`src/design/fnpc_pkg.sv`:
```
// Package for the four-neighbour peak clamp: default sizes, register
// constants and command codes. No dependencies.
package fnpc_pkg;

  localparam int unsigned DEF_MAX_WIDTH   = 1024;
  localparam int unsigned DEF_PIXEL_BITS  = 16;

  localparam int unsigned CFG_WIDTH_BITS  = 11;
  localparam logic [CFG_WIDTH_BITS-1:0] CFG_WIDTH_RESET = 11'd64;

  localparam logic CMD_PIXEL = 1'b0;
  localparam logic CMD_DRAIN = 1'b1;

endpackage

```
`src/design/fnpc_channels.sv`:
```


interface fnpc_out_if #(
  parameter int unsigned PIXEL_BITS = fnpc_pkg::DEF_PIXEL_BITS
);
  logic                  valid;
  logic                  ready;
  logic [PIXEL_BITS-1:0] pixel_out;
  logic                  frame_end;

  modport source (output valid, output pixel_out, output frame_end, input ready);
  modport sink   (input valid, input pixel_out, input frame_end, output ready);
endinterface


```
`src/design/fnpc_out_q.sv`:
```
// Two-entry result queue that drives the output channel, so the
// pipeline keeps moving while a result waits. Depends on fnpc_channels.
module fnpc_out_q #(
  parameter int unsigned PIXEL_BITS = fnpc_pkg::DEF_PIXEL_BITS
) (
  input  logic                  clk,
  input  logic                  rst_n,
  input  logic                  push,
  input  logic [PIXEL_BITS-1:0] push_pixel,
  input  logic                  push_end,
  output logic                  has_space,
  fnpc_out_if.source            out_chan
);

  logic [1:0]            count_r, count_nxt;
  logic [PIXEL_BITS-1:0] head_pix_r, tail_pix_r;
  logic                  head_end_r, tail_end_r;
  logic                  pop;

  assign pop       = (count_r != 2'd0) && out_chan.ready;
  assign has_space = (count_r != 2'd2);

  assign out_chan.valid     = (count_r != 2'd0);
  assign out_chan.pixel_out = head_pix_r;
  assign out_chan.frame_end = head_end_r;

  always_comb begin
    count_nxt = count_r;
    if (push && !pop) begin
      count_nxt = count_r + 2'd1;
    end else if (pop && !push) begin
      count_nxt = count_r - 2'd1;
    end
  end

  always_ff @(posedge clk) begin
    if (!rst_n) begin
      count_r <= 2'd0;
    end else begin
      count_r <= count_nxt;
    end
  end

  // Push is only offered while the queue has space, so a full queue only pops.
  always_ff @(posedge clk) begin
    if (pop) begin
      if (count_r == 2'd2) begin
        head_pix_r <= tail_pix_r;
        head_end_r <= tail_end_r;
      end else if (push) begin
        head_pix_r <= push_pixel;
        head_end_r <= push_end;
      end
    end else if (push) begin
      if (count_r == 2'd0) begin
        head_pix_r <= push_pixel;
        head_end_r <= push_end;
      end else begin
        tail_pix_r <= push_pixel;
        tail_end_r <= push_end;
      end
    end
  end

endmodule

```
`src/flat_wrapper.sv`:
```
// flat-port wrapper written by rule: the top's interface ports become plain ports
module fnpc_out_q_flat 
#(
  parameter int unsigned PIXEL_BITS = fnpc_pkg::DEF_PIXEL_BITS
)
  (clk, rst_n, push, push_pixel, push_end, has_space, out_chan_valid, out_chan_pixel_out, out_chan_frame_end, out_chan_ready);
  fnpc_out_if #(.PIXEL_BITS(PIXEL_BITS)) out_chan_i ();
  input  logic clk;
  input  logic rst_n;
  input  logic push;
  input  logic [PIXEL_BITS-1:0] push_pixel;
  input  logic push_end;
  output logic has_space;
  output wire logic [$bits(out_chan_i.valid)-1:0] out_chan_valid;
  output wire logic [$bits(out_chan_i.pixel_out)-1:0] out_chan_pixel_out;
  output wire logic [$bits(out_chan_i.frame_end)-1:0] out_chan_frame_end;
  input wire logic [$bits(out_chan_i.ready)-1:0] out_chan_ready;
  assign out_chan_valid = out_chan_i.valid;
  assign out_chan_pixel_out = out_chan_i.pixel_out;
  assign out_chan_frame_end = out_chan_i.frame_end;
  assign out_chan_i.ready = out_chan_ready;
  fnpc_out_q #(.PIXEL_BITS(PIXEL_BITS)) u_core (.clk(clk), .rst_n(rst_n), .push(push), .push_pixel(push_pixel), .push_end(push_end), .has_space(has_space), .out_chan(out_chan_i));
endmodule
```
`config.mk`:
```
export PLATFORM = sky130hd
export DESIGN_NAME = fnpc_out_q_flat
export DESIGN_NICKNAME = d
export VERILOG_FILES = /design/src/design/fnpc_pkg.sv /design/src/design/fnpc_channels.sv /design/src/design/fnpc_out_q.sv /design/src/flat_wrapper.sv
export SDC_FILE = /design/constraint.sdc
export NUM_CORES = 1
export LEC_CHECK = 0
export BUFFER_PORTS_ARGS = -buffer_cell sky130_fd_sc_hd__buf_2
export CORE_ASPECT_RATIO = 0.9
export CORE_MARGIN = 3
export CORE_UTILIZATION = 45
export DETAILED_ROUTE_END_ITERATION = 10
export GPL_ROUTABILITY_DRIVEN = 0
export GPL_TIMING_DRIVEN = 0
export PLACE_DENSITY = 0.73
export SLEW_MARGIN = 20
export SYNTH_ARGS = -nofsm -noshare
export SYNTH_HDL_FRONTEND = slang
export SYNTH_SLANG_ARGS = --single-unit
```
`constraint.sdc`:
```
create_clock -name clk -period 2.3 [get_ports clk]
set_input_delay 0.46 -clock clk [delete_from_list [all_inputs] [get_ports clk]]
set_output_delay 0.46 -clock clk [all_outputs]
set_load 0.05 [all_outputs]
```
======== Word level (Yosys, flattened, before mapping) ========
Index checks and enable logic that the tools add are counted.
storage, ports and cells
  register bits after elaboration ......... 36
  output and inout bits ................... 19
  input port bits ......................... 21
operators by class
  bitwise operators ....................... 2
  eq/ne operators ......................... 2
  multiplexer cells ....................... 12
  reductions and logical operators ........ 13
  add/subtract/negate cells ............... 2
operator list
  cell                 number
  $mux 16              5
  $reduce_bool 2->1    5
  $reduce_and 3->1     2
  $mux 1               5
  $mux 2               2
  $logic_and 1x1->1    3
  $add 2x1->2 const B  1
  $eq 2x2->1 const B   1
  $logic_not 1->1      2
  $logic_not 2->1      1
  $ne 2x2->1 const B   1
  $not 1->1            2
  $sub 2x1->2 const B  1

======== Depth between registers and ports, before layout ========
  depth after elaboration ................. 5
  mapped depth ............................ 6

======== Worst setup path after synthesis ========
No wires, ideal clock.
  kind .................................... input to register
  start ................................... in out_chan_ready
  end ..................................... reg u_core.head_end_r (netlist: u_core.out_chan.frame_end) (enable)
  data arrival time ....................... 1.765 ns
  stages .................................. 2
  library setup time ...................... 0.415 ns
  path buffers ............................ 0
  setup slack ............................. 0.121 ns
  cells stage by stage .................... mux2i_1 o21ai_0
between the ends
  word-level cells in the longest chain between the ends .. 3
  elaborated cells between the ends (all ways) .. 4
ends and longest elaborated chain
  what                                 line                source
  from (decl)                          flat_wrapper.sv:17  input wire logic [$bits(out_chan_i.ready)-1:0] out_chan_ready;
  $logic_and 1x1->1 *                  fnpc_out_q.sv:20    assign pop = (count_r != 2'd0) && out_chan.ready;
  $reduce_bool 2->1 (no source line)   n/a
  $reduce_and 3->1 (no source line) *  n/a
  to (signal assigned)                 fnpc_out_q.sv:49    head_end_r <= tail_end_r;
  to (signal assigned)                 fnpc_out_q.sv:52    head_end_r <= push_end;
  to (signal assigned)                 fnpc_out_q.sv:57    head_end_r <= push_end;
  to (decl)                            fnpc_out_q.sv:17    logic head_end_r, tail_end_r;
Mark *: on every way between the ends. The rest lies on a longest branch, timed or not.
A chain may end at the register's enable or synchronous reset.

======== Worst setup path after layout ========
  start ................................... reg u_core.count_r[1]
  end ..................................... out has_space
between the ends
  word-level cells in the longest chain between the ends .. 1
ends and longest elaborated chain
  what                    line                source
  from (decl)             fnpc_out_q.sv:15    logic [1:0] count_r, count_nxt;
  from (signal assigned)  fnpc_out_q.sv:40    count_r <= count_nxt;
  $ne 2x2->1              fnpc_out_q.sv:21    assign has_space = (count_r != 2'd2);
  to (decl)               flat_wrapper.sv:13  output logic has_space;
No other way between the ends.

==> impl_metrics.tcl <==
set metrics [dict create \
    post_route_ant_nets 0 \
    cts_tree "built" \
    syn-cell-area_sq_mm 0.00142 \
    via_count_of_the_first_global_routing_pass 784 \
    clock-root-buffer "sky130_fd_sc_hd__clkbuf_4" \
    internal_power_w 0.00125 \
    synth_most_common_cell "sky130_fd_sc_hd__edfxtp_1" \
    count_of_state_elements_after_synthesis 36 \
    cts_hold_buf 0 \
    switching_power_w 0.000819 \
    cts-htree-levels 2 \
    deepest_clock_path_buffer_count 2 \
    worstPathRequired_ns 1.84 \
    status "finished, final reports clean" \
    final_nets 138 \
    initial_utilization 0.493 \
    sequentialPowerShare 0.467 \
    cp_data_arrival_time_ns 1.29 \
    number_of_buffers_created_by_cts 5 \
    global_route.usage.total 0.133 \
    pin_count 40 \
    power.clock.fraction 0.143 \
    port_buffers 39 \
    end_kind "output port" \
    power.density_cell_area_mw_per_mm2 1200 \
    hp-class "in -> reg" \
    static-leakage-power_nw 0.719 \
    synthArstFlopShare 0 \
    finalHoldViolations 0 \
    layout_cell_share_with_drive_strength_beyond_1 0.569 \
    instances_no_fill 156 \
    critical_path.startpoint_type "flop" \
    die-area_sq_mm 0.00387 \
    finalHoldWorstSlack_ns 0.308 \
    netlist-cell-type-count 18 \
    setup_viol 0 \
    post-route-drc-count 0 \
    count_of_mapped_cells_out_of_synthesis 69 \
    final_max_slew_viol_count 0 \
    cts_repair_resize_count 0 \
    synth_ff_type "sky130_fd_sc_hd__edfxtp_1" \
    first_iter_violations 10 \
    fp.dieW_um 65.2 \
    ys_top_cells_by_count "sky130_fd_sc_hd__edfxtp_1, sky130_fd_sc_hd__mux2_4, sky130_fd_sc_hd__mux2_2" \
    synth_area_leader_cell "sky130_fd_sc_hd__edfxtp_1" \
    dp_cells 149 \
    postCtsSetupRepairBufs 0 \
    route.vias.total 766 \
    final.period_utilization 0.762 \
    maximum_number_of_pins_on_one_net_before_global_route_repair 18 \
    ratio_of_routed_vias_to_standard_cells 4.91 \
    fmax_mhz 571 \
    rsz_0062_raised_after_global_routing "no" \
    timing.clock.skew_ns 0.00589 \
    clock_sinks 36 \
    vdd_drop_max_uv 680 \
    hpwl_dp_um 1640 \
    grt_antenna_before_repair 0 \
    fp.dieH_um 59.3 \
    synth_top_area_frac 0.718 \
    critPathKind "reg -> out" \
    swShare 0.395 \
    path_clk_slew_ns 0.10 \
    synthesis.area_per_instance_sq_um 20.6 \
    area.growth.synth_to_final_pct 21.5 \
    p_comb_frac 0.390 \
    maxSlewHeadroom 0.473 \
    setup_ws_ns 0.548 \
    period_minus_slack_ns 1.75 \
    sum_of_overflow_across_all_layers_after_global_routing 0 \
    worstMarginPinSlew_ns 0.791 \
    yosysWarnings 0 \
    postLayoutCellArea_sq_mm 0.00173 \
    synth_top_cells_by_area "sky130_fd_sc_hd__edfxtp_1, sky130_fd_sc_hd__mux2_4, sky130_fd_sc_hd__mux2_2" \
    totalWireLength_um 2310 \
    antennaDiodeCount 0 \
    global_route_wire_length_before_repair_um 3670 \
    crit_fanout 6 \
    route.detailed.wl_per_inst_um 14.8 \
    worstSkewPairLatency_ns 0.34 \
    max_cap_violations 0 \
    std_cell_rows 18 \
    place_worst_setup_slack_ns 0.565 \
    synth.net_count 91 \
    core_area_sq_mm 0.00288 \
    yosysSeqAreaShare 0.746 \
    dpl-instance-area_sq_mm 0.00168 \
    synth_edf_count 34 \
    drt_pre_antenna_iters 4 \
]
worst max-delay path: stages (launching register included):
cell and delay [ns]:
sky130_fd_sc_hd__dfxtp_1 0.48, sky130_fd_sc_hd__or2b_1 0.26, sky130_fd_sc_hd__buf_2 0.21
logic make-up after synthesis:
group,Yosys count,synth area share
DFF,36,0.746
AOI/OAI and AO/OA,3,0.0123
buffers and inverters,1,0.00792
and+or+nand+nor,8,0.0440
xor gates and xnor gates,2,0.0123
adders and majority gates,1,0.00880
muxes,18,0.168
sequential cells by signal, indices dropped and copies added, names as in the netlist:
signal / flops
u_core.count_r: 2
u_core.out_chan.frame_end: 1
u_core.out_chan.pixel_out: 16
u_core.tail_end_r: 1
u_core.tail_pix_r: 16
final timing paths:
| path | start | end | slack, ns | cells after the start |
|---|---|---|---|---|
| max | u_core.count_r[1] | has_space | 0.55 | 2 |
| min | push_pixel[5] | u_core.tail_pix_r[5] | 0.31 | 1 |
| max reg2reg | u_core.count_r[1] | u_core.tail_pix_r[2] | 0.58 | 2 |
| min reg2reg | u_core.tail_pix_r[11] | u_core.out_chan.pixel_out[11] | 0.56 | 1 |
power groups by stage:
stage               sequential, W  clock (W)  combinational, W
detailed placement       0.000985          0          0.000819
floorplan                 0.00128          0          0.000330
CTS                      0.000971   0.000307          0.000822
global placement         0.000976          0          0.000782
global route             0.000986   0.000330          0.000857
finish                   0.000968   0.000296          0.000810
placed cells by master, fill, tap and decap left out:
cell type / count
sky130_fd_sc_hd__clkinv_1: 2
sky130_fd_sc_hd__o21ai_0: 1
sky130_fd_sc_hd__ha_1: 1
sky130_fd_sc_hd__o21ai_2: 1
sky130_fd_sc_hd__or2_2: 1
sky130_fd_sc_hd__and2_1: 1
sky130_fd_sc_hd__mux2i_1: 1
sky130_fd_sc_hd__buf_2: 39
sky130_fd_sc_hd__edfxtp_1: 34
sky130_fd_sc_hd__xnor2_1: 1
sky130_fd_sc_hd__nand2_1: 2
sky130_fd_sc_hd__and3b_1: 1
sky130_fd_sc_hd__mux2_4: 10
sky130_fd_sc_hd__mux2_2: 7
sky130_fd_sc_hd__buf_6: 2
sky130_fd_sc_hd__clkbuf_4: 5
sky130_fd_sc_hd__or3_1: 1
sky130_fd_sc_hd__dfxtp_1: 2
sky130_fd_sc_hd__xor2_1: 1
sky130_fd_sc_hd__a21boi_0: 1
sky130_fd_sc_hd__or2b_1: 1
sky130_fd_sc_hd__nand3b_4: 1
area by class of cell:
class / instances / area (sq um)
Clock inverter: 2 / 7.51
Tap cell: 40 / 50.0
Multi-Input combinational cell: 32 / 353
Buffer: 1 / 11.3
Timing Repair Buffer: 40 / 206
Fill cell: 244 / 1160
Sequential cell: 36 / 1060
Clock buffer: 5 / 37.5
layer usage:
layer | vias to the layer above | global-route usage | routed length (um)
met5 | - | 0 | 0
li1 | 361 | - | -
met2 | 24 | 0.214 | 1160
met1 | 374 | 0.157 | 957
met4 | 0 | 0.0888 | 63
met3 | 7 | 0.0398 | 127
stage by stage:
| stage | TNS, ns | total power [W] | utilization |
|---|---|---|---|
| floorplan | 0 | 0.00161 | - |
| global placement | -9.79 | 0.00176 | 0.578 |
| detailed placement | 0 | 0.00180 | 0.583 |
| CTS | 0 | 0.00210 | 0.599 |
| global route | 0 | 0.00217 | 0.599 |
| finish | 0 | 0.00207 | 0.599 |
Power figures use the tool's default switching activity.
